`src/ctok_pkg.sv`:
```
// Shared types, constants and byte classifiers for the C source tokenizer.
// Used by every module of the block; depends on nothing else.
package ctok_pkg;

  // Line counter width and saturation value
  localparam int unsigned LineBits = 20;
  localparam logic [LineBits-1:0] LineMax = {LineBits{1'b1}};
  localparam logic [LineBits-1:0] LineFirst = LineBits'(1);

  // Depth of the queue between the lexer and the output stage
  localparam int unsigned QDepth = 4;
  localparam int unsigned QPtrBits = $clog2(QDepth);

  // Source bytes with a special meaning
  localparam logic [7:0] ChNul    = 8'h00;
  localparam logic [7:0] ChNl     = 8'h0A;
  localparam logic [7:0] ChSlash  = 8'h2F;
  localparam logic [7:0] ChStar   = 8'h2A;
  localparam logic [7:0] ChUnder  = 8'h5F;
  localparam logic [7:0] ChDot    = 8'h2E;
  localparam logic [7:0] ChLowE   = 8'h65;
  localparam logic [7:0] ChUpE    = 8'h45;
  localparam logic [7:0] ChPlus   = 8'h2B;
  localparam logic [7:0] ChMinus  = 8'h2D;
  localparam logic [7:0] ChDquote = 8'h22;
  localparam logic [7:0] ChSquote = 8'h27;
  localparam logic [7:0] ChBslash = 8'h5C;

  typedef logic [LineBits-1:0] line_t;

  // Token kind codes as seen on the output
  typedef enum logic [2:0] {
    KindIdent  = 3'd0,
    KindNumber = 3'd1,
    KindString = 3'd2,
    KindChar   = 3'd3,
    KindPunct  = 3'd4,
    KindEnd    = 3'd5
  } kind_e;

  // Lexer mode, one-hot
  typedef enum logic [6:0] {
    ModeBetween  = 7'b0000001,
    ModeIdent    = 7'b0000010,
    ModeNumber   = 7'b0000100,
    ModeString   = 7'b0001000,
    ModeChar     = 7'b0010000,
    ModeLineCom  = 7'b0100000,
    ModeBlockCom = 7'b1000000
  } mode_e;

  // One output transaction
  typedef struct packed {
    logic [7:0] ch;
    kind_e      kind;
    logic       start;
    line_t      line;
  } res_t;

  // One queue entry: the results caused by one source byte (one or two)
  typedef struct packed {
    logic two;
    res_t r0;
    res_t r1;
  } entry_t;

  function automatic logic is_alpha(input logic [7:0] c);
    return c inside {[8'h61:8'h7A], [8'h41:8'h5A]};
  endfunction

  function automatic logic is_digit(input logic [7:0] c);
    return c inside {[8'h30:8'h39]};
  endfunction

  function automatic logic is_space(input logic [7:0] c);
    return c inside {8'h20, [8'h09:8'h0D]};
  endfunction

endpackage

```
`src/ctok_front.sv`:
```
// Lexer front end: accepts source bytes, tracks the lexer mode and the
// line counter, and pushes the results of each byte into the queue.
// Depends on ctok_pkg.
module ctok_front (
  input  logic             clk_i,
  input  logic             rst_ni,
  input  logic             in_valid_i,
  output logic             in_stall_o,
  input  logic [7:0]       char_code_i,
  input  logic             q_full_i,
  output logic             push_o,
  output ctok_pkg::entry_t push_entry_o
);

  ctok_pkg::mode_e mode_q, mode_d;
  logic            slash_q, slash_d;
  logic            esc_q, esc_d;
  logic            star_q, star_d;
  ctok_pkg::line_t line_q, line_d;

  logic            accept;
  logic            bump;
  logic            at_end;
  logic            r0_v;
  ctok_pkg::entry_t ent;

  // Outcome of handling the byte as if between tokens
  ctok_pkg::mode_e beg_mode;
  logic            beg_slash;
  logic            beg_bump;
  logic            beg_emit;
  logic            beg_clr_esc;
  ctok_pkg::kind_e beg_kind;

  assign in_stall_o = q_full_i;
  assign accept     = in_valid_i && !q_full_i;

  // Classify the byte for the between-tokens case
  always_comb begin
    beg_mode    = ctok_pkg::ModeBetween;
    beg_slash   = 1'b0;
    beg_bump    = 1'b0;
    beg_emit    = 1'b0;
    beg_clr_esc = 1'b0;
    beg_kind    = ctok_pkg::KindPunct;
    if (ctok_pkg::is_space(char_code_i)) begin
      beg_bump = (char_code_i == ctok_pkg::ChNl);
    end else if (char_code_i == ctok_pkg::ChSlash) begin
      beg_slash = 1'b1;
    end else if (ctok_pkg::is_alpha(char_code_i) || char_code_i == ctok_pkg::ChUnder) begin
      beg_mode = ctok_pkg::ModeIdent;
      beg_emit = 1'b1;
      beg_kind = ctok_pkg::KindIdent;
    end else if (ctok_pkg::is_digit(char_code_i)) begin
      beg_mode = ctok_pkg::ModeNumber;
      beg_emit = 1'b1;
      beg_kind = ctok_pkg::KindNumber;
    end else if (char_code_i == ctok_pkg::ChDquote) begin
      beg_mode    = ctok_pkg::ModeString;
      beg_emit    = 1'b1;
      beg_clr_esc = 1'b1;
      beg_kind    = ctok_pkg::KindString;
    end else if (char_code_i == ctok_pkg::ChSquote) begin
      beg_mode    = ctok_pkg::ModeChar;
      beg_emit    = 1'b1;
      beg_clr_esc = 1'b1;
      beg_kind    = ctok_pkg::KindChar;
    end else begin
      beg_emit = 1'b1;
    end
  end

  // Next state and results of the current byte
  always_comb begin
    mode_d   = mode_q;
    slash_d  = slash_q;
    esc_d    = esc_q;
    star_d   = star_q;
    bump     = 1'b0;
    at_end   = 1'b0;
    r0_v     = 1'b0;
    ent.two      = 1'b0;
    ent.r0.ch    = char_code_i;
    ent.r0.kind  = beg_kind;
    ent.r0.start = 1'b1;
    ent.r0.line  = line_q;
    ent.r1.ch    = char_code_i;
    ent.r1.kind  = beg_kind;
    ent.r1.start = 1'b1;
    ent.r1.line  = line_q;

    if (char_code_i == ctok_pkg::ChNul) begin
      // End of source: flush a held slash, give the end item, reset
      at_end = 1'b1;
      r0_v   = 1'b1;
      mode_d = ctok_pkg::ModeBetween;
      slash_d = 1'b0;
      esc_d  = 1'b0;
      star_d = 1'b0;
      if (slash_q) begin
        ent.r0.ch    = ctok_pkg::ChSlash;
        ent.r0.kind  = ctok_pkg::KindPunct;
        ent.two      = 1'b1;
        ent.r1.ch    = ctok_pkg::ChNul;
        ent.r1.kind  = ctok_pkg::KindEnd;
        ent.r1.start = 1'b0;
      end else begin
        ent.r0.ch    = ctok_pkg::ChNul;
        ent.r0.kind  = ctok_pkg::KindEnd;
        ent.r0.start = 1'b0;
      end
    end else if (slash_q) begin
      // Resolve the held slash
      slash_d = 1'b0;
      if (char_code_i == ctok_pkg::ChSlash) begin
        mode_d = ctok_pkg::ModeLineCom;
      end else if (char_code_i == ctok_pkg::ChStar) begin
        mode_d = ctok_pkg::ModeBlockCom;
        star_d = 1'b0;
      end else begin
        r0_v        = 1'b1;
        ent.r0.ch   = ctok_pkg::ChSlash;
        ent.r0.kind = ctok_pkg::KindPunct;
        ent.two     = beg_emit;
        mode_d      = beg_mode;
        slash_d     = beg_slash;
        bump        = beg_bump;
        if (beg_clr_esc) begin
          esc_d = 1'b0;
        end
      end
    end else begin
      case (mode_q)
        ctok_pkg::ModeIdent: begin
          if (ctok_pkg::is_alpha(char_code_i) || ctok_pkg::is_digit(char_code_i) ||
              char_code_i == ctok_pkg::ChUnder) begin
            r0_v         = 1'b1;
            ent.r0.kind  = ctok_pkg::KindIdent;
            ent.r0.start = 1'b0;
          end else begin
            r0_v    = beg_emit;
            mode_d  = beg_mode;
            slash_d = beg_slash;
            bump    = beg_bump;
            if (beg_clr_esc) begin
              esc_d = 1'b0;
            end
          end
        end
        ctok_pkg::ModeNumber: begin
          if (ctok_pkg::is_digit(char_code_i) ||
              char_code_i inside {ctok_pkg::ChDot, ctok_pkg::ChLowE, ctok_pkg::ChUpE,
                                  ctok_pkg::ChPlus, ctok_pkg::ChMinus}) begin
            r0_v         = 1'b1;
            ent.r0.kind  = ctok_pkg::KindNumber;
            ent.r0.start = 1'b0;
          end else begin
            r0_v    = beg_emit;
            mode_d  = beg_mode;
            slash_d = beg_slash;
            bump    = beg_bump;
            if (beg_clr_esc) begin
              esc_d = 1'b0;
            end
          end
        end
        ctok_pkg::ModeString, ctok_pkg::ModeChar: begin
          r0_v         = 1'b1;
          ent.r0.start = 1'b0;
          ent.r0.kind  = (mode_q == ctok_pkg::ModeString) ? ctok_pkg::KindString
                                                          : ctok_pkg::KindChar;
          if (esc_q) begin
            esc_d = 1'b0;
          end else if (char_code_i == ctok_pkg::ChBslash) begin
            esc_d = 1'b1;
          end else if ((mode_q == ctok_pkg::ModeString && char_code_i == ctok_pkg::ChDquote) ||
                       (mode_q == ctok_pkg::ModeChar && char_code_i == ctok_pkg::ChSquote)) begin
            mode_d = ctok_pkg::ModeBetween;
          end
        end
        ctok_pkg::ModeLineCom: begin
          if (char_code_i == ctok_pkg::ChNl) begin
            mode_d = ctok_pkg::ModeBetween;
            bump   = 1'b1;
          end
        end
        ctok_pkg::ModeBlockCom: begin
          if (star_q && char_code_i == ctok_pkg::ChSlash) begin
            mode_d = ctok_pkg::ModeBetween;
            star_d = 1'b0;
          end else begin
            star_d = (char_code_i == ctok_pkg::ChStar);
            bump   = (char_code_i == ctok_pkg::ChNl);
          end
        end
        default: begin
          r0_v    = beg_emit;
          mode_d  = beg_mode;
          slash_d = beg_slash;
          bump    = beg_bump;
          if (beg_clr_esc) begin
            esc_d = 1'b0;
          end
        end
      endcase
    end
  end

  // Saturating line counter, back to the first line after the end item
  always_comb begin
    line_d = line_q;
    if (at_end) begin
      line_d = ctok_pkg::LineFirst;
    end else if (bump && line_q != ctok_pkg::LineMax) begin
      line_d = line_q + ctok_pkg::LineBits'(1);
    end
  end

  assign push_o       = accept && r0_v;
  assign push_entry_o = ent;

  // Advance lexer state on each accepted byte
  always_ff @(posedge clk_i or negedge rst_ni) begin
    if (!rst_ni) begin
      mode_q  <= ctok_pkg::ModeBetween;
      slash_q <= 1'b0;
      esc_q   <= 1'b0;
      star_q  <= 1'b0;
      line_q  <= ctok_pkg::LineFirst;
    end else if (accept) begin
      mode_q  <= mode_d;
      slash_q <= slash_d;
      esc_q   <= esc_d;
      star_q  <= star_d;
      line_q  <= line_d;
    end
  end

`ifndef SYNTHESIS
  a_slash_between: assert property (@(posedge clk_i) disable iff (!rst_ni)
    slash_q |-> mode_q == ctok_pkg::ModeBetween)
    else $error("slash held outside between-tokens mode");

  a_esc_in_literal: assert property (@(posedge clk_i) disable iff (!rst_ni)
    esc_q |-> (mode_q == ctok_pkg::ModeString || mode_q == ctok_pkg::ModeChar))
    else $error("escape pending outside a literal");

  a_line_nonzero: assert property (@(posedge clk_i) disable iff (!rst_ni)
    line_q != '0)
    else $error("line counter reached zero");
`endif

endmodule

```
`src/ctok_queue.sv`:
```
// Small queue of result entries between the lexer and the output stage.
// Depends on ctok_pkg.
module ctok_queue (
  input  logic             clk_i,
  input  logic             rst_ni,
  input  logic             push_i,
  input  ctok_pkg::entry_t push_entry_i,
  output logic             full_o,
  input  logic             pop_i,
  output logic             empty_o,
  output ctok_pkg::entry_t head_o
);

  ctok_pkg::entry_t               mem_q [ctok_pkg::QDepth];
  logic [ctok_pkg::QPtrBits-1:0]  wr_ptr_q;
  logic [ctok_pkg::QPtrBits-1:0]  rd_ptr_q;
  logic [ctok_pkg::QPtrBits:0]    count_q, count_d;
  logic                           do_push;
  logic                           do_pop;

  assign full_o  = (count_q == (ctok_pkg::QPtrBits+1)'(ctok_pkg::QDepth));
  assign empty_o = (count_q == '0);
  assign head_o  = mem_q[rd_ptr_q];
  assign do_push = push_i && !full_o;
  assign do_pop  = pop_i && !empty_o;

  // Track fill level
  always_comb begin
    count_d = count_q;
    case ({do_push, do_pop})
      2'b10:   count_d = count_q + (ctok_pkg::QPtrBits+1)'(1);
      2'b01:   count_d = count_q - (ctok_pkg::QPtrBits+1)'(1);
      default: count_d = count_q;
    endcase
  end

  // Advance pointers
  always_ff @(posedge clk_i or negedge rst_ni) begin
    if (!rst_ni) begin
      wr_ptr_q <= '0;
      rd_ptr_q <= '0;
      count_q  <= '0;
    end else begin
      if (do_push) begin
        wr_ptr_q <= wr_ptr_q + ctok_pkg::QPtrBits'(1);
      end
      if (do_pop) begin
        rd_ptr_q <= rd_ptr_q + ctok_pkg::QPtrBits'(1);
      end
      count_q <= count_d;
    end
  end

  // Store entries
  always_ff @(posedge clk_i) begin
    if (do_push) begin
      mem_q[wr_ptr_q] <= push_entry_i;
    end
  end

`ifndef SYNTHESIS
  a_count_bound: assert property (@(posedge clk_i) disable iff (!rst_ni)
    count_q <= (ctok_pkg::QPtrBits+1)'(ctok_pkg::QDepth))
    else $error("queue count beyond depth");

  a_no_push_full: assert property (@(posedge clk_i) disable iff (!rst_ni)
    push_i |-> !full_o)
    else $error("push into a full queue");

  a_ptr_gap: assert property (@(posedge clk_i) disable iff (!rst_ni)
    (count_q != '0 && count_q != (ctok_pkg::QPtrBits+1)'(ctok_pkg::QDepth)) |->
      wr_ptr_q != rd_ptr_q)
    else $error("queue pointers disagree with count");
`endif

endmodule

```
`src/ctok_back.sv`:
```
// Output stage: unpacks queue entries into single result transactions and
// holds them in the output register. Depends on ctok_pkg.
module ctok_back (
  input  logic             clk_i,
  input  logic             rst_ni,
  input  logic             empty_i,
  input  ctok_pkg::entry_t head_i,
  output logic             pop_o,
  output logic             out_valid_o,
  input  logic             out_stall_i,
  output ctok_pkg::res_t   out_res_o
);

  logic           out_valid_q;
  ctok_pkg::res_t out_res_q;
  logic           sec_valid_q;
  ctok_pkg::res_t sec_res_q;
  logic           load;

  // Output register can take a new result when empty or being drained
  assign load  = !out_valid_q || !out_stall_i;
  assign pop_o = load && !sec_valid_q && !empty_i;

  // Control
  always_ff @(posedge clk_i or negedge rst_ni) begin
    if (!rst_ni) begin
      out_valid_q <= 1'b0;
      sec_valid_q <= 1'b0;
    end else if (load) begin
      if (sec_valid_q) begin
        out_valid_q <= 1'b1;
        sec_valid_q <= 1'b0;
      end else if (!empty_i) begin
        out_valid_q <= 1'b1;
        sec_valid_q <= head_i.two;
      end else begin
        out_valid_q <= 1'b0;
      end
    end
  end

  // Payload
  always_ff @(posedge clk_i) begin
    if (load) begin
      if (sec_valid_q) begin
        out_res_q <= sec_res_q;
      end else if (!empty_i) begin
        out_res_q <= head_i.r0;
        sec_res_q <= head_i.r1;
      end
    end
  end

  assign out_valid_o = out_valid_q;
  assign out_res_o   = out_res_q;

`ifndef SYNTHESIS
  a_sec_behind_out: assert property (@(posedge clk_i) disable iff (!rst_ni)
    sec_valid_q |-> out_valid_q)
    else $error("second result pending without a first one shown");

  a_no_pop_with_sec: assert property (@(posedge clk_i) disable iff (!rst_ni)
    sec_valid_q |-> !pop_o)
    else $error("queue popped while second result pending");
`endif

endmodule

```
`src/c_source_tokenizer_core.sv`:
```
// C source tokenizer, top level: one source byte is accepted per clock
// unless stalled, byte 0 marking end of source. Each byte yields zero, one
// or two token transactions; each result passes through the queue into
// the output register. The output stage gives one transaction per clock
// unless stalled, so a byte that yields two (a held slash flushed ahead of
// the next token byte, or ahead of the end item) gives them in turn; a
// four-entry queue between the lexer and the output stage absorbs these
// and lets either side stall on its own. Input stall rises only when that
// queue is full. After the end item the line counter restarts at 1.
// Depends on ctok_pkg, ctok_front, ctok_queue and ctok_back.
module c_source_tokenizer_core (
  input  logic                          clk_i,
  input  logic                          rst_ni,
  input  logic                          in_valid_i,
  output logic                          in_stall_o,
  input  logic [7:0]                    char_code_i,
  output logic                          out_valid_o,
  input  logic                          out_stall_i,
  output logic [7:0]                    out_char_o,
  output logic [2:0]                    token_kind_o,
  output logic                          token_start_o,
  output logic [ctok_pkg::LineBits-1:0] line_number_o
);

  logic             q_full;
  logic             q_empty;
  logic             push;
  logic             pop;
  ctok_pkg::entry_t push_entry;
  ctok_pkg::entry_t head;
  ctok_pkg::res_t   out_res;

  ctok_front u_front (
    .clk_i        (clk_i),
    .rst_ni       (rst_ni),
    .in_valid_i   (in_valid_i),
    .in_stall_o   (in_stall_o),
    .char_code_i  (char_code_i),
    .q_full_i     (q_full),
    .push_o       (push),
    .push_entry_o (push_entry)
  );

  ctok_queue u_queue (
    .clk_i        (clk_i),
    .rst_ni       (rst_ni),
    .push_i       (push),
    .push_entry_i (push_entry),
    .full_o       (q_full),
    .pop_i        (pop),
    .empty_o      (q_empty),
    .head_o       (head)
  );

  ctok_back u_back (
    .clk_i       (clk_i),
    .rst_ni      (rst_ni),
    .empty_i     (q_empty),
    .head_i      (head),
    .pop_o       (pop),
    .out_valid_o (out_valid_o),
    .out_stall_i (out_stall_i),
    .out_res_o   (out_res)
  );

  // Unpack the output transaction onto its ports
  assign out_char_o    = out_res.ch;
  assign token_kind_o  = out_res.kind;
  assign token_start_o = out_res.start;
  assign line_number_o = out_res.line;

endmodule

```
`config.mk`:
```
export PLATFORM = sky130hd
export DESIGN_NAME = c_source_tokenizer_core
export DESIGN_NICKNAME = d
export VERILOG_FILES = /design/src/ctok_pkg.sv /design/src/ctok_front.sv /design/src/ctok_queue.sv /design/src/ctok_back.sv /design/src/c_source_tokenizer_core.sv
export SDC_FILE = /design/constraint.sdc
export NUM_CORES = 1
export LEC_CHECK = 0
export BUFFER_PORTS_ARGS = -buffer_cell sky130_fd_sc_hd__buf_4
export CORE_MARGIN = 5
export CORE_UTILIZATION = 66
export CTS_CLUSTER_SIZE = 25
export DETAILED_ROUTE_END_ITERATION = 7
export HOLD_SLACK_MARGIN = 0.02
export PLACE_DENSITY = 0.93
export SLEW_MARGIN = 20
export SYNTH_ARGS = -nofsm -noshare
export SYNTH_HDL_FRONTEND = slang
export SYNTH_SLANG_ARGS = --single-unit
```
`constraint.sdc`:
```
create_clock -name clk_i -period 10.1 [get_ports clk_i]
set_input_delay 0.505 -clock clk_i [delete_from_list [all_inputs] [get_ports clk_i]]
set_output_delay 0.505 -clock clk_i [all_outputs]
set_load 0.05 [all_outputs]
```
==> metrics.md <==
| Metric | Value |
|---|---|
| Run status | finished clean |
| Clock Pin Slew Worst Setup and Hold Paths | 0.06 ns |
| Drt first-iter violations | ~760 |
| Max-slew headroom | 29.29% |
| DIE AREA | between 0.02 and 0.025 mm2 |
| R2r worst-path depth | 6 |
| Starting Density | 67.46% |
| CTS root buf | clkbuf_16 |
| H-tree levels | 1 |
| Number of synthesis warnings | 0 |
| Die width | 143.2 um |
| Critical path peak fanout | 29 |
| Worst-Margin Slew | 1.057 ns |
| CTS sink cnt | 283 |
| CP Cell Sequence | or3b_2 > and2_1 > nand2_1 > a31oi_2 > and2_2 > buf_12 |
| Via count | 6,809 |
| Core area | 0.01736 mm2 |
| Total wire length | 27.26 mm |
| Routability cong. | 0.8871 |
| Worst-Skew Late Latency | 0.53 ns |
| Post-route DRC | 0 |
| Cell Count, Final, Fillers Out | 964 |
| Final Setup Violations | 0 |
| I/O pins | 46 |
| RSZ-0062 raised after global routing | false |
| Port Buf Inserts | between 40 and 50 |
| Placement Setup Slack | 6.417 ns |
| Largest stage delay, worst path | 0.78 ns |
| Dpl cells | roughly 910 |
| CP Data Required Time | about 10 ns |
| Synth Flop Type | edfxtp_1 |
| Final setup TNS | 0 ns |
| WHS Path Cells | 3 |
| Top cells by area, synth | edfxtp_1, mux4_2, dfrtp_1 |
| CTS Buffer Depth | 3 |
| Clock skew | about 0.014 ns |
| Antenna viol nets, final | 0 |
| Reg2reg end | u_queue.mem_q[3][52] |
| Worst setup EP type | flip-flop |
| Antenna violations before repair | 2 |
| Via-to-Cell Ratio | 7.063 |
| Number of synthesized flops with an enable pin | about 240 |
| CP Class | reg2reg |
| Post-cts resize count | 0 |
| Hold Slack | between 0.2 and 0.3 ns |
| Post-CTS setup buffer count | 0 |
| Global-route wire length before repair | 41.73 mm |
| Period minus WS final | 3.258 ns |
| Vias in the first global route | 6,770 |
| Mean post-synth cell area | 17.17 um2 |
| Fin nets | around 740 |
| Rows | between 40 and 50 |
| TritonCTS Buffers | 28 |
| Startpoint types | flip-flop |
| Filler instances | about 860 |
| Hold Vio Cnt, Final | 0 |
| Largest net degree at the start of global routing | 47 |
| Grt total ovfl | 0 |
| Drt first pass iters | 7 |
| Fin worst setup slack | 6.842 ns |
| WL per Instance | between 20 and 30 um |
| Maximum vdd drop | 0.1920 mV |
| Power per cell area | 301.8 mW/mm2 |
| Async set-reset flop share out of synthesis | 13.78% |
| Number of synthesized register bits | 283 |
| Post-Syn Instances | 682 |
| Worst EP arrival | roughly 3.5 ns |
| R2R Setup Slk | 6.84 ns |
| Max_cap viols | 0 |
| Syn Nets | 701 |
| Netlist cell types | 64 |
| Yosys top cell area share | 62.58% |
| CP max-delay cell | and2_1 |
| Post-synthesis sequential area ratio | roughly 70% |
| Gr usage total | 27.19% |
| Final Util | 75.76% |
| HP Start | out_stall_i |
| Post-synth top area cell | edfxtp_1 |
| Fmax | 0.3069 GHz |
| CTS tree | done |
| Max-slew violation count | 0 |
| Dpl hpwl | 14.50 mm |
| HP Class | in2reg |
| Hold buffers post-CTS | 1 |
| LEAKAGE | 4.549 nW |
| Mapped Area | between 0.01 and 0.015 mm2 |
| # diodes | 0 |
| Die height | approximately 140 um |
| Final period util | 32.26% |
| Hold endpoint | u_back.out_valid_o |
| Area grow syn2layout | 12.31% |
| RR Startpoint | u_queue.count_q[2] |
| Share of cells above drive strength 1 | 27.20% |
==> power by group <==
part / internal (W) / leakage [nW] / total (W) / switching [W]
clock network: 0.000607 / 0.443 / 0.00103 / 0.000427
registers: 0.00167 / 2.68 / 0.00183 / 0.000152
logic: 0.000433 / 1.43 / 0.00111 / 0.000676
==> state kept, by name (all words and copies together) (netlist names), 2 cells and up <==
| signal | cells |
|---|---|
| u_queue.wr_ptr_q | 2 |
| u_queue.count_q | 3 |
| u_back.sec_res_q | 32 |
| u_front.mode_q | 7 |
| u_back.out_res_o | 32 |
| u_front.line_q | 20 |
| u_queue.mem_q | 180 |
| u_queue.rd_ptr_q | 2 |
==> final cells by class <==
| class | count | area [um2] | share of cell area [%] |
|---|---|---|---|
| inverters | 12 | 45.04 | 0.3425 |
| clock inverters | 10 | 107.6 | 0.8183 |
| multi-input cells | 340 | 3162 | 24.04 |
| flip-flops and latches | 283 | 8310 | 63.20 |
| repair buffers | 53 | 432.9 | 3.292 |
| well taps | 225 | 281.5 | 2.141 |
| clock buffers | 41 | 810.8 | 6.166 |
==> per-stage QoR <==
| step | area [um2] | power [W] |
|---|---|---|
| final | 13150 | 0.003969 |
| after global routing | 13150 | 0.004116 |
| after CTS | 13120 | 0.003968 |
| after detailed placement | 12190 | 0.002910 |
| after global placement | 12170 | 0.002833 |
| after floorplan | 11710 | 0.002577 |
==> logic make-up after synthesis <==
| kind of cell | Yosys count | synth area share (%) |
|---|---|---|
| multiplexers | 86 | 12.55 |
| AO/OA/AOI/OAI | 107 | 6.519 |
| XOR/XNOR | 9 | 0.6732 |
| flip-flops | 283 | 70.93 |
| buffers and inverters | 59 | 2.319 |
| adder cells (fa/ha/maj) | 7 | 0.8121 |
| AND/OR/NAND/NOR | 131 | 6.198 |
==> critical path: cells and delay by family, from the launching register on <==
kind                   cells  cell delay (ns)
AOI/OAI and AO/OA          1             0.41
buffers and inverters      1             0.28
DFF                        1             0.42
and+or+nand+nor            4             1.82
==> layer usage <==
| metal | vias up | GRT usage, % | wire length, um |
|---|---|---|---|
| li1 | 2801 | - | - |
| met1 | 3387 | 37.67 | 9935 |
| met2 | 531 | 45.23 | 13610 |
| met3 | 86 | 4.622 | 2748 |
| met5 | - | 0 | 27 |
| met4 | 4 | 8.304 | 942 |
==> synthesized netlist by cell type, types with 3 or more instances <==
cell type and instances:
a21o_1 9, a21oi_1 17, a221o_1 3, a31o_2 8, a31oi_1 26, a41oi_1 4
and2_1 14, and3_1 10, buf_1 7, buf_2 6, buf_6 3, clkbuf_1 28
dfrtp_1 37, edfxtp_1 244, ha_1 6, inv_1 12, mux2_2 36, mux2i_1 5
mux4_2 45, nand2_1 25, nand2b_1 4, nand3_1 11, nor2_1 22, nor2b_1 6
nor3_1 8, nor4_1 4, nor4b_1 3, o211ai_1 3, o21a_1 6, o21ai_0 8
o31ai_1 4, or2_2 5, or3_1 3, xnor2_1 4, xor2_1 5
==> worst max path at each step <==
stage                             from                    to  slack (ns)  cells past startpoint
floorplan           u_back.sec_valid_q   u_back.sec_res_q[0]        6.42                      3
global placement        char_code_i[0]  u_queue.mem_q[1][57]        6.57                      7
detailed placement      char_code_i[0]  u_queue.mem_q[2][57]        6.42                      7
CTS                 u_queue.count_q[2]  u_queue.mem_q[2][41]        6.59                      5
global route         u_front.mode_q[4]  u_queue.mem_q[3][37]        6.62                      8
finish              u_queue.count_q[2]  u_queue.mem_q[3][52]        6.84                      6
==> cells in the final DEF, fill, tap and decap left out, types with 12 or more instances in the layout <==
cell type    n
a21oi_1     16
a31oi_1     26
buf_4       50
clkbuf_16   29
dfrtp_1     35
edfxtp_1   244
inv_1       12
mux2_2      36
mux4_2      45
nand2_1     25
nor2_1      22
(Power assumes the default switching activity.)
